===== config.mk =====
export PLATFORM = sky130hd
export DESIGN_NAME = cubic_bezier_tessellator_core
export DESIGN_NICKNAME = d
export VERILOG_FILES = /design/src/rtl/bct_pkg.sv /design/src/rtl/cubic_bezier_tessellator_core.sv /design/src/rtl/bct_store.sv /design/src/rtl/bct_mul.sv /design/src/rtl/bct_div.sv
export SDC_FILE = /design/constraint.sdc
export NUM_CORES = 2
export LEC_CHECK = 0
export BUFFER_PORTS_ARGS = -buffer_cell sky130_fd_sc_hd__buf_2
export CORE_ASPECT_RATIO = 0.7
export CORE_UTILIZATION = 45
export DETAILED_ROUTE_END_ITERATION = 16
export HOLD_SLACK_MARGIN = 0.12
export SYNTH_ARGS = -nofsm -noshare
export SYNTH_HDL_FRONTEND = slang
export SYNTH_SLANG_ARGS = --single-unit

===== constraint.sdc =====
create_clock -name clk -period 9.1 [get_ports clk]
set_clock_uncertainty 0.05 [all_clocks]
set_input_delay 0.91 -clock clk [delete_from_list [all_inputs] [get_ports clk]]
set_output_delay 0.91 -clock clk [all_outputs]
set_load 0.01 [all_outputs]

===== src/rtl/bct_pkg.sv =====
// Shared constants for the cubic Bezier tessellator: store geometry, field widths,
// multiplier operand widths, item action codes and configuration register indexes.
// No dependencies.
`default_nettype none

package bct_pkg;

  localparam int MAX_SEGMENTS = 16;
  localparam int STORE_DEPTH  = 3 * MAX_SEGMENTS + 1;
  localparam int ADDR_W       = $clog2(STORE_DEPTH);

  localparam int COORD_W = 16;
  localparam int INDEX_W = 6;
  localparam int PPS_W   = 6;
  localparam int SEG_W   = 5;
  localparam int CFG_W   = 6;

  // The parameter t is Q0.16; one full unit needs 17 bits.
  localparam int QUO_W = 17;
  localparam logic [QUO_W-1:0] T_ONE = QUO_W'(1) << (QUO_W - 1);

  // Shared multiplier operand and product widths.
  localparam int MUL_A_W = 33;
  localparam int MUL_B_W = 17;
  localparam int MUL_P_W = MUL_A_W + MUL_B_W;

  localparam logic [1:0] ACT_WRITE = 2'd0;
  localparam logic [1:0] ACT_READ  = 2'd1;
  localparam logic [1:0] ACT_TESS  = 2'd2;

  localparam logic CFG_PPS       = 1'b0;
  localparam logic CFG_SEG_COUNT = 1'b1;

  localparam logic [PPS_W-1:0] PPS_RESET = PPS_W'(16);

endpackage

`default_nettype wire


===== src/rtl/cubic_bezier_tessellator_core.sv =====
// Cubic Bezier tessellator top level: control point store, sequencer, shared multiplier.
// A write or an out-of-range item goes from acceptance to S_PUT and on to the output
// registers, a read through S_RD first. A tessellation runs S_LOAD and S_DIV, then
// S_MUL and S_PUT for each of its N samples; the last segment gives its end point as
// one more word. Each sample needs 23 products on the one 33x17 multiplier; one item is in work at a time.
// Reset: synchronous, clears the sequencer; samples 16, segments 0; store contents undefined.
`default_nettype none

module cubic_bezier_tessellator_core (
  input  wire logic                                clk,
  input  wire logic                                rst,
  input  wire logic                                item_valid,
  output logic                                     item_stall,
  input  wire logic [1:0]                          action,
  input  wire logic [bct_pkg::INDEX_W-1:0]         index,
  input  wire logic signed [bct_pkg::COORD_W-1:0]  coord_x,
  input  wire logic signed [bct_pkg::COORD_W-1:0]  coord_y,
  output logic                                     result_valid,
  input  wire logic                                result_stall,
  output logic signed [bct_pkg::COORD_W-1:0]       point_x,
  output logic signed [bct_pkg::COORD_W-1:0]       point_y,
  output logic                                     last,
  output logic                                     status,
  input  wire logic                                cfg_valid,
  output logic                                     cfg_ready,
  input  wire logic                                cfg_index,
  input  wire logic [bct_pkg::CFG_W-1:0]           cfg_data
);

  localparam int STEP_W      = 5;
  localparam int APPLY_FIRST = 7;
  localparam int ISSUE_LAST  = 22;
  localparam int STEP_DONE   = 24;
  localparam int LOAD_LAST   = 4;
  localparam int W_W         = 49;
  localparam int ACC_W       = 64;
  localparam int CW          = bct_pkg::COORD_W;
  localparam int AW          = bct_pkg::ADDR_W;
  localparam int PW          = bct_pkg::PPS_W;
  localparam logic [CW-1:0] SIGN_FLIP = CW'(1) << (CW - 1);

  typedef enum logic [5:0] {
    S_IDLE = 6'b000001,
    S_RD   = 6'b000010,
    S_LOAD = 6'b000100,
    S_DIV  = 6'b001000,
    S_MUL  = 6'b010000,
    S_PUT  = 6'b100000
  } state_t;

  typedef enum logic [3:0] {
    DST_NONE, DST_UU, DST_UT, DST_TT, DST_W0, DST_W1, DST_W2, DST_W3,
    DST_XLO, DST_XHI, DST_YLO, DST_YHI
  } dest_t;

  state_t state;
  dest_t  prod_dest;
  dest_t  dest_sel;

  logic [PW-1:0]             pps;
  logic [bct_pkg::SEG_W-1:0] seg_count;
  logic [bct_pkg::SEG_W-1:0] nseg;
  logic [bct_pkg::SEG_W+1:0] npts;
  logic                      pt_ok;
  logic                      seg_ok;
  logic                      seg_last;
  logic                      bad_item;
  logic [AW-1:0]             base;
  logic [PW-1:0]             pps_eff;
  logic [PW-1:0]             pps_m1;

  logic                      accept;
  logic                      slot_free;
  logic                      push;
  logic                      push_p3;
  logic                      push_next;
  logic                      last_sample;

  logic [STEP_W-1:0]         step;
  logic [STEP_W-1:0]         apply_sel;
  logic [2:0]                ld_cnt;
  logic [PW-1:0]             k;
  logic [15:0]               t;
  logic [PW-1:0]             rem_t;
  logic [bct_pkg::QUO_W-1:0] u;
  logic [PW:0]               rem_sum;
  logic                      t_carry;
  logic                      is_last_seg;
  logic [AW-1:0]             base_r;

  logic [CW-1:0]             bx [4];
  logic [CW-1:0]             by [4];
  logic [32:0]               uu;
  logic [31:0]               ut;
  logic [31:0]               tt;
  logic [W_W-1:0]            w [4];
  logic [ACC_W-1:0]          acc_x;
  logic [ACC_W-1:0]          acc_y;
  logic [CW-1:0]             rnd_x;
  logic [CW-1:0]             rnd_y;

  logic [CW-1:0]             pend_x;
  logic [CW-1:0]             pend_y;
  logic                      pend_last;
  logic                      pend_status;

  logic                      mem_we;
  logic [AW-1:0]             raddr;
  logic [CW-1:0]             rd_x;
  logic [CW-1:0]             rd_y;

  logic                      div_start;
  logic                      div_done;
  logic [bct_pkg::QUO_W-1:0] div_quo;
  logic [PW-1:0]             div_rem;

  logic                        issue;
  logic [1:0]                  term;
  logic [bct_pkg::MUL_A_W-1:0] mul_a;
  logic [bct_pkg::MUL_B_W-1:0] mul_b;
  logic [bct_pkg::MUL_P_W-1:0] prod;

  // Decode of the incoming word against the configured segment count.
  always_comb begin
    nseg = (int'(seg_count) > bct_pkg::MAX_SEGMENTS) ?
           bct_pkg::SEG_W'(bct_pkg::MAX_SEGMENTS) : seg_count;
    npts     = {1'b0, nseg, 1'b0} + {2'b00, nseg} + (bct_pkg::SEG_W + 2)'(1);
    pt_ok    = {1'b0, index} < npts;
    seg_ok   = index < {1'b0, nseg};
    seg_last = (index + bct_pkg::INDEX_W'(1)) == {1'b0, nseg};
    base     = AW'({index, 1'b0}) + AW'(index);
    pps_eff  = (pps == '0) ? PW'(1) : pps;
    pps_m1   = pps_eff - PW'(1);
    case (action)
      bct_pkg::ACT_WRITE: bad_item = !pt_ok;
      bct_pkg::ACT_READ:  bad_item = !pt_ok;
      bct_pkg::ACT_TESS:  bad_item = !seg_ok;
      default:            bad_item = 1'b1;
    endcase
  end

  assign item_stall = (state != S_IDLE);
  assign accept     = item_valid && (state == S_IDLE);
  assign cfg_ready  = 1'b1;
  assign mem_we     = accept && (action == bct_pkg::ACT_WRITE) && pt_ok;
  assign div_start  = accept && (action == bct_pkg::ACT_TESS) && seg_ok;
  assign raddr      = (state == S_LOAD) ? base_r + AW'(ld_cnt[1:0]) : AW'(index);

  assign slot_free   = !result_valid || !result_stall;
  assign last_sample = (k == pps_m1);
  assign push        = (state == S_PUT) && slot_free;
  assign push_p3     = push && !pend_last && last_sample;
  assign push_next   = push && !pend_last && !last_sample;

  // Running t = floor(k * 2^16 / N), kept as quotient steps plus a remainder.
  always_comb begin
    u       = bct_pkg::T_ONE - {1'b0, t};
    rem_sum = {1'b0, rem_t} + {1'b0, div_rem};
    t_carry = rem_sum >= {1'b0, pps_eff};
    rnd_x   = acc_x[ACC_W-1:ACC_W-CW] + CW'(acc_x[ACC_W-CW-1]);
    rnd_y   = acc_y[ACC_W-1:ACC_W-CW] + CW'(acc_y[ACC_W-CW-1]);
  end

  // Multiplier schedule for one sample: the powers of u and t, then the four
  // Bernstein weights, then each weight against each biased control coordinate
  // in a low and a high half.
  always_comb begin
    apply_sel = step - STEP_W'(APPLY_FIRST);
    term      = apply_sel[2:1];
    mul_a     = '0;
    mul_b     = '0;
    dest_sel  = DST_NONE;
    case (step)
      STEP_W'(0): begin
        mul_a = bct_pkg::MUL_A_W'(u);  mul_b = u;            dest_sel = DST_UU;
      end
      STEP_W'(1): begin
        mul_a = bct_pkg::MUL_A_W'(u);  mul_b = {1'b0, t};    dest_sel = DST_UT;
      end
      STEP_W'(2): begin
        mul_a = bct_pkg::MUL_A_W'(t);  mul_b = {1'b0, t};    dest_sel = DST_TT;
      end
      STEP_W'(3): begin
        mul_a = uu;                    mul_b = u;            dest_sel = DST_W0;
      end
      STEP_W'(4): begin
        mul_a = uu;                    mul_b = {1'b0, t};    dest_sel = DST_W1;
      end
      STEP_W'(5): begin
        mul_a = bct_pkg::MUL_A_W'(ut); mul_b = {1'b0, t};    dest_sel = DST_W2;
      end
      STEP_W'(6): begin
        mul_a = bct_pkg::MUL_A_W'(tt); mul_b = {1'b0, t};    dest_sel = DST_W3;
      end
      default: begin
        if (step <= STEP_W'(ISSUE_LAST)) begin
          mul_a = apply_sel[0] ? bct_pkg::MUL_A_W'(w[term][W_W-1:bct_pkg::MUL_A_W])
                               : w[term][bct_pkg::MUL_A_W-1:0];
          mul_b = {1'b0, apply_sel[3] ? by[term] : bx[term]};
          case (apply_sel[3:0] & 4'b1001)
            4'b0000: dest_sel = DST_XLO;
            4'b0001: dest_sel = DST_XHI;
            4'b1000: dest_sel = DST_YLO;
            default: dest_sel = DST_YHI;
          endcase
        end
      end
    endcase
  end

  assign issue = (state == S_MUL) && (step <= STEP_W'(ISSUE_LAST));

  bct_store u_store (
    .clk   (clk),
    .we    (mem_we),
    .waddr (AW'(index)),
    .wr_x  (coord_x),
    .wr_y  (coord_y),
    .raddr (raddr),
    .rd_x  (rd_x),
    .rd_y  (rd_y)
  );

  bct_mul u_mul (
    .clk  (clk),
    .a    (mul_a),
    .b    (mul_b),
    .prod (prod)
  );

  bct_div u_div (
    .clk       (clk),
    .rst       (rst),
    .start     (div_start),
    .divisor   (pps_eff),
    .quotient  (div_quo),
    .remainder (div_rem),
    .done      (div_done)
  );

  // Sequencer and configuration registers.
  always_ff @(posedge clk) begin
    if (rst) begin
      state        <= S_IDLE;
      step         <= '0;
      ld_cnt       <= '0;
      k            <= '0;
      prod_dest    <= DST_NONE;
      result_valid <= 1'b0;
      pps          <= bct_pkg::PPS_RESET;
      seg_count    <= '0;
    end else begin
      if (cfg_valid && cfg_ready) begin
        case (cfg_index)
          bct_pkg::CFG_PPS:       pps       <= cfg_data[PW-1:0];
          bct_pkg::CFG_SEG_COUNT: seg_count <= cfg_data[bct_pkg::SEG_W-1:0];
          default: ;
        endcase
      end

      prod_dest <= issue ? dest_sel : DST_NONE;

      if (push) begin
        result_valid <= 1'b1;
      end else if (!result_stall) begin
        result_valid <= 1'b0;
      end

      case (state)
        S_IDLE: begin
          if (accept) begin
            if (bad_item) begin
              state <= S_PUT;
            end else begin
              case (action)
                bct_pkg::ACT_READ: state <= S_RD;
                bct_pkg::ACT_TESS: begin
                  state  <= S_LOAD;
                  ld_cnt <= '0;
                  k      <= '0;
                end
                default: state <= S_PUT;
              endcase
            end
          end
        end
        S_RD: state <= S_PUT;
        S_LOAD: begin
          ld_cnt <= ld_cnt + 3'd1;
          if (ld_cnt == 3'(LOAD_LAST)) begin
            state <= S_DIV;
          end
        end
        S_DIV: begin
          if (div_done) begin
            state <= S_MUL;
            step  <= '0;
          end
        end
        S_MUL: begin
          if (step == STEP_W'(STEP_DONE)) begin
            state <= S_PUT;
          end else begin
            step <= step + STEP_W'(1);
          end
        end
        S_PUT: begin
          if (push) begin
            if (pend_last) begin
              state <= S_IDLE;
            end else if (!last_sample) begin
              k     <= k + PW'(1);
              step  <= '0;
              state <= S_MUL;
            end
          end
        end
        default: state <= S_IDLE;
      endcase
    end
  end

  // Item payload, control point copies and the pending result word.
  always_ff @(posedge clk) begin
    if (accept) begin
      is_last_seg <= seg_last;
      base_r      <= base;
      t           <= '0;
      rem_t       <= '0;
      pend_x      <= '0;
      pend_y      <= '0;
      pend_last   <= 1'b1;
      pend_status <= bad_item;
    end
    if (state == S_RD) begin
      pend_x <= rd_x;
      pend_y <= rd_y;
    end
    // Read data is registered, so capture runs one count behind the address.
    if ((state == S_LOAD) && (ld_cnt != 3'd0)) begin
      bx[2'(ld_cnt - 3'd1)] <= rd_x ^ SIGN_FLIP;
      by[2'(ld_cnt - 3'd1)] <= rd_y ^ SIGN_FLIP;
    end
    if ((state == S_MUL) && (step == STEP_W'(STEP_DONE))) begin
      pend_x      <= rnd_x ^ SIGN_FLIP;
      pend_y      <= rnd_y ^ SIGN_FLIP;
      pend_last   <= !is_last_seg && last_sample;
      pend_status <= 1'b0;
    end
    // The last segment closes with its end control point as one more word.
    if (push_p3) begin
      pend_x      <= bx[3] ^ SIGN_FLIP;
      pend_y      <= by[3] ^ SIGN_FLIP;
      pend_last   <= 1'b1;
      pend_status <= 1'b0;
    end
    if (push_next) begin
      rem_t <= t_carry ? PW'(rem_sum - {1'b0, pps_eff}) : rem_sum[PW-1:0];
      t     <= t + div_quo[15:0] + 16'(t_carry);
    end
    if (push) begin
      point_x <= pend_x;
      point_y <= pend_y;
      last    <= pend_last;
      status  <= pend_status;
    end
  end

  // Product writeback: weight registers, then the exact 64-bit weighted sums.
  always_ff @(posedge clk) begin
    if ((state == S_MUL) && (step == '0)) begin
      acc_x <= '0;
      acc_y <= '0;
    end
    case (prod_dest)
      DST_UU:  uu   <= prod[32:0];
      DST_UT:  ut   <= prod[31:0];
      DST_TT:  tt   <= prod[31:0];
      DST_W0:  w[0] <= prod[W_W-1:0];
      DST_W1:  w[1] <= prod[W_W-1:0] + {prod[W_W-2:0], 1'b0};
      DST_W2:  w[2] <= prod[W_W-1:0] + {prod[W_W-2:0], 1'b0};
      DST_W3:  w[3] <= prod[W_W-1:0];
      DST_XLO: acc_x <= acc_x + ACC_W'(prod);
      DST_XHI: acc_x <= acc_x + (ACC_W'(prod) << bct_pkg::MUL_A_W);
      DST_YLO: acc_y <= acc_y + ACC_W'(prod);
      DST_YHI: acc_y <= acc_y + (ACC_W'(prod) << bct_pkg::MUL_A_W);
      default: ;
    endcase
  end

endmodule

`default_nettype wire


===== src/rtl/bct_store.sv =====
// Control point store: one write port and one registered read port, x and y side by side.
// Depends on bct_pkg for the depth and coordinate width.
`default_nettype none

module bct_store (
  input  wire logic                         clk,
  input  wire logic                         we,
  input  wire logic [bct_pkg::ADDR_W-1:0]   waddr,
  input  wire logic [bct_pkg::COORD_W-1:0]  wr_x,
  input  wire logic [bct_pkg::COORD_W-1:0]  wr_y,
  input  wire logic [bct_pkg::ADDR_W-1:0]   raddr,
  output logic      [bct_pkg::COORD_W-1:0]  rd_x,
  output logic      [bct_pkg::COORD_W-1:0]  rd_y
);

  logic [2*bct_pkg::COORD_W-1:0] mem [0:bct_pkg::STORE_DEPTH-1];

  always_ff @(posedge clk) begin
    if (we) begin
      mem[waddr] <= {wr_x, wr_y};
    end
  end

  always_ff @(posedge clk) begin
    {rd_x, rd_y} <= mem[raddr];
  end

endmodule

`default_nettype wire


===== src/rtl/bct_mul.sv =====
// Shared unsigned multiplier with a registered product.
// Depends on bct_pkg for the operand widths.
`default_nettype none

module bct_mul (
  input  wire logic                         clk,
  input  wire logic [bct_pkg::MUL_A_W-1:0]  a,
  input  wire logic [bct_pkg::MUL_B_W-1:0]  b,
  output logic      [bct_pkg::MUL_P_W-1:0]  prod
);

  always_ff @(posedge clk) begin
    prod <= bct_pkg::MUL_P_W'(a) * bct_pkg::MUL_P_W'(b);
  end

endmodule

`default_nettype wire


===== src/rtl/bct_div.sv =====
// Restoring divider, one quotient bit per cycle: computes one unit of t (2^16)
// divided by the sample count. Depends on bct_pkg.
`default_nettype none

module bct_div (
  input  wire logic                        clk,
  input  wire logic                        rst,
  input  wire logic                        start,
  input  wire logic [bct_pkg::PPS_W-1:0]   divisor,
  output logic      [bct_pkg::QUO_W-1:0]   quotient,
  output logic      [bct_pkg::PPS_W-1:0]   remainder,
  output logic                             done
);

  localparam int CNT_W = $clog2(bct_pkg::QUO_W + 1);

  logic             busy;
  logic [CNT_W-1:0] cnt;
  logic [bct_pkg::PPS_W:0] rem_sh;
  logic [bct_pkg::PPS_W:0] diff;
  logic                    fits;

  always_comb begin
    rem_sh = {remainder, quotient[bct_pkg::QUO_W-1]};
    fits   = rem_sh >= {1'b0, divisor};
    diff   = rem_sh - {1'b0, divisor};
  end

  always_ff @(posedge clk) begin
    if (rst) begin
      busy <= 1'b0;
      done <= 1'b0;
      cnt  <= '0;
    end else if (start) begin
      busy <= 1'b1;
      done <= 1'b0;
      cnt  <= CNT_W'(bct_pkg::QUO_W);
    end else if (busy) begin
      cnt <= cnt - CNT_W'(1);
      if (cnt == CNT_W'(1)) begin
        busy <= 1'b0;
        done <= 1'b1;
      end
    end
  end

  // The quotient register starts as the dividend and fills with quotient bits.
  always_ff @(posedge clk) begin
    if (start) begin
      quotient  <= bct_pkg::T_ONE;
      remainder <= '0;
    end else if (busy) begin
      quotient  <= {quotient[bct_pkg::QUO_W-2:0], fits};
      remainder <= fits ? diff[bct_pkg::PPS_W-1:0] : rem_sh[bct_pkg::PPS_W-1:0];
    end
  end

endmodule

`default_nettype wire

==> metrics.md <==
| Metric | Value |
|---|---|
| Starting Density | `45.5%` |
| Synth top area share | `54.1%` |
| Nets@finish | `11,700` |
| Pwr/cell area | `364 nW/um^2` |
| Total power | `50,500 uW` |
| Maxcap violations | `1` |
| Dpl hpwl | `247 mm` |
| CP max FO | `9` |
| Final setup vio count | `2` |
| Sequential share of the synthesized area | `56.6%` |
| Worst-skew pair later-pin latency | `940 ps` |
| R2R cell count | `34` |
| Gr ovfl total | `0` |
| CP max stage delay | `560 ps` |
| Syn Area/Cell | `11.7 sq um` |
| Vias in the first global route | `82,800` |
| Fin crit share | `101%` |
| EDFF count, synth | `2,212` |
| Flop2flop setup slack | `-70 ps` |
| FF-to-FF End | `u_mul.prod[47]$_DFF_P_` |
| Top FF cell, synth | `edfxtp_1` |
| Port bufs | `87` |
| Total via count in the routed design | `85,600` |
| Clk slew on worst S/H paths | `60 ps` |
| Hold path depth | `2` |
| Via density | `5.86` |
| Hold Violations, Final | `0` |
| DR iter-0 viols | `9,827` |
| Distinct cell type count after synthesis | `93` |
| Total core area | `270,000 sq um` |
| Worst hold start | `cfg_data[4]` |
| Post-route DRC | `0` |
| Routed wire per std cell | `25.9 um` |
| Area delta synth->final | `13.3%` |
| Failing checks | `capacitance limit, slew limit, setup timing` |
| Post-layout util | `51.6%` |
| Async SR Flop Fraction | `0%` |
| Placed cell areas | `131,000 sq um` |
| Synth Instances | `10,500` |
| Leak | `0.0538 uW` |
| Share of layout cells above drive strength 1 | `11.7%` |
| CTS Buf Count | `231` |
| CTS tree | `built` |
| Clk buf depth | `4` |
| Fmax | `109 MHz` |
| Largest net degree at the start of global routing | `141` |
| Row Count | `159` |
| Max Slew Vio Count | `2` |
| Routed Wire Length | `378 mm` |
| Slew @ Worst Pin | `1500 ps` |
| Max VDD drop | `1.59 mV` |
| FF-to-FF Start | `t[1]$_SDFFCE_PN0P_` |
| Routability cong. | `0.944` |
| CP Data Arrival Time | `9900 ps` |
| Worst slew margin | `-0.855%` |
| Synthesized flop and latch total | `2,362` |
| Status | `finished, violations left` |
| CTS root buf | `clkbuf_16` |
| Crit-path slowest cell | `fa_1` |
| Setup crit start kind | `flip-flop` |
| CP required | `9830 ps` |
| Global-route wire length before repair | `557 mm` |
| Ys Warns | `0` |
| CTS H-tree lvls | `4` |
| Total Routing Usage GR | `27.2%` |
| Fin area | `139,000 sq um` |
| Final Critical Period | `9170 ps` |
| Synth top area cells | `edfxtp_1 54%, fa_1 7.8%, nand2_1 6.6%` |
| Synth area leader | `edfxtp_1` |
| Setup ws final | `-67.7 ps` |
| Post-Syn Area | `123,000 sq um` |
| Ports | `89` |
| CTS Sinks | `2,362` |
| Drt first pass iters | `7` |
| Fill cells | `23,200` |
| Net Count, Synth | `11,400` |
| Post-DRT Antenna Nets | `0` |
| Worst hold endpoint | `pps[4]$_SDFFE_PP1P_` |
| Most common cell after layout, fill and taps aside | `edfxtp_1` |
| Antenna violations before repair | `18` |
| Die height | `439 um` |
| Die area | `275,000 sq um` |
| Most frequent cells in the layout | `2,212 x edfxtp_1, 2,149 x nand2_1, 691 x inv_1` |
| Min-delay worst type | `in -> reg` |
| RSZ-0062 raised after global routing | `true` |
| Kind of critical path | `reg -> reg` |
| Setup crit end kind | `flip-flop` |
| Die width | `626 um` |
## repair_timing
item / CTS / global route
resized for setup: 53 / 35
hold buffers: 0 / 0
gates cloned: 0 / 0
pin swaps: 32 / 29
setup buffers: 12 / 7
setup endpoints to repair: 17 / 20
## how the worst max path moves through the flow
| stage | start | endpoint | slack, ps | depth (start not counted) |
|---|---|---|---|---|
| 6_report | t[1]$_SDFFCE_PN0P_ | u_mul.prod[47]$_DFF_P_ | -70 | 34 |
| 5_1_grt | t[1]$_SDFFCE_PN0P_ | u_mul.prod[49]$_DFF_P_ | -370 | 34 |
| 3_5_place_dp | t[0]$_SDFFCE_PN0P_ | u_mul.prod[46]$_DFF_P_ | -790 | 35 |
| 4_1_cts | t[1]$_SDFFCE_PN0P_ | u_mul.prod[46]$_DFF_P_ | -90 | 38 |
| 2_1_floorplan | step[0]$_SDFFE_PP0P_ | u_mul.prod[48]$_DFF_P_ | 20 | 35 |
| 3_3_place_gp | t[0]$_SDFFCE_PN0P_ | u_mul.prod[48]$_DFF_P_ | -760 | 35 |
## final cells by class
class,instances,area (sq um),area share [%]
Antenna cell,1,2.50,0.00180
Clock buffer,286,6160,4.43
Clock inverter,135,1510,1.08
Inverter,704,2640,1.90
Multi-Input combinational cell,6835,49400,35.5
Sequential cell,2362,69400,49.9
Tap cell,3622,4530,3.26
Timing Repair Buffer,651,5400,3.88
## critical path: cells and delay by family, from the launching register on
family / cells / cell delay (ps)
adders and majority gates: 7 / 3250
and+or+nand+nor: 8 / 2410
AOI/OAI and AO/OA: 10 / 1970
buffers and inverters: 7 / 810
DFF: 1 / 420
xor gates and xnor gates: 2 / 220
## kinds of logic (layout without fill, tap and decap cells)
group	count (synthesis)	after routing	synth area share (%)
flops	2362	2362	56.6
simple gates	3640	3640	12.9
other cells	1	2	0.00306
xor+xnor	350	350	2.50
compound gates	1822	1822	10.1
buf+inv	1281	1776	3.98
mux	131	131	1.90
fa+ha+maj	891	891	12.0
## metrics by stage
| stage | hold WS, ps | TNS (ps) | std cells | worst slack (ps) |
|---|---|---|---|---|
| after floorplan | 350 | 0 | 10500 | 19.0 |
| after global placement | 360 | -5160 | 14200 | -758 |
| after detailed placement | 359 | -5550 | 14200 | -792 |
| after CTS | 201 | -471 | 14600 | -93.2 |
| after global routing | 229 | -2630 | 14600 | -367 |
| final | 267 | -120 | 14600 | -67.7 |
## Yosys cell counts, types with 19 or more instances
cell type and count:
o21a_1 37, o21bai_1 32, inv_1 699, a31oi_1 225, mux4_2 81, fa_1 476, and2_1 44, a311oi_1 201
a22oi_1 24, ha_1 415, edfxtp_1 2212, a222oi_1 31, and3_1 328, a21o_1 221, clkbuf_1 486, nor2_1 509
xnor2_1 211, o22ai_1 42, nand2_1 2150, o211ai_1 19, nand4_1 58, buf_1 52, or3_1 20, buf_2 34
a21oi_1 440, mux2i_1 49, nor3_1 58, xor2_1 139, dfxtp_1 150, nor2b_1 71, o21ai_0 178, nand3_1 260
nand2b_1 63, a211oi_1 219
## layer usage
metal	track usage, %	vias up	wire length [um]
met5	0	-	52
met2	41.3	3649	167000
met1	39.9	43300	165000
li1	-	38100	-
met3	5.10	522	34800
met4	7.46	8	10900
## power by group
part           internal [uW]  switching, uW
sequential             12600            296
combinational          12300          15500
clock                   5650           4220
total                  30600          20000
## flip-flops by register name, indices dropped and copies added, names as in the netlist, 16 cells and up
signal	flops
tt	32
by	64
point_x	16
ut	32
pend_x	16
point_y	16
u_store.mem	1568
w	196
uu	33
u_store.rd_y	16
u_store.rd_x	16
u_div.quotient	17
t	16
bx	64
acc_y	64
u_mul.prod	50
pend_y	16
acc_x	64
No activity file was read; power rests on OpenSTA's default activity.
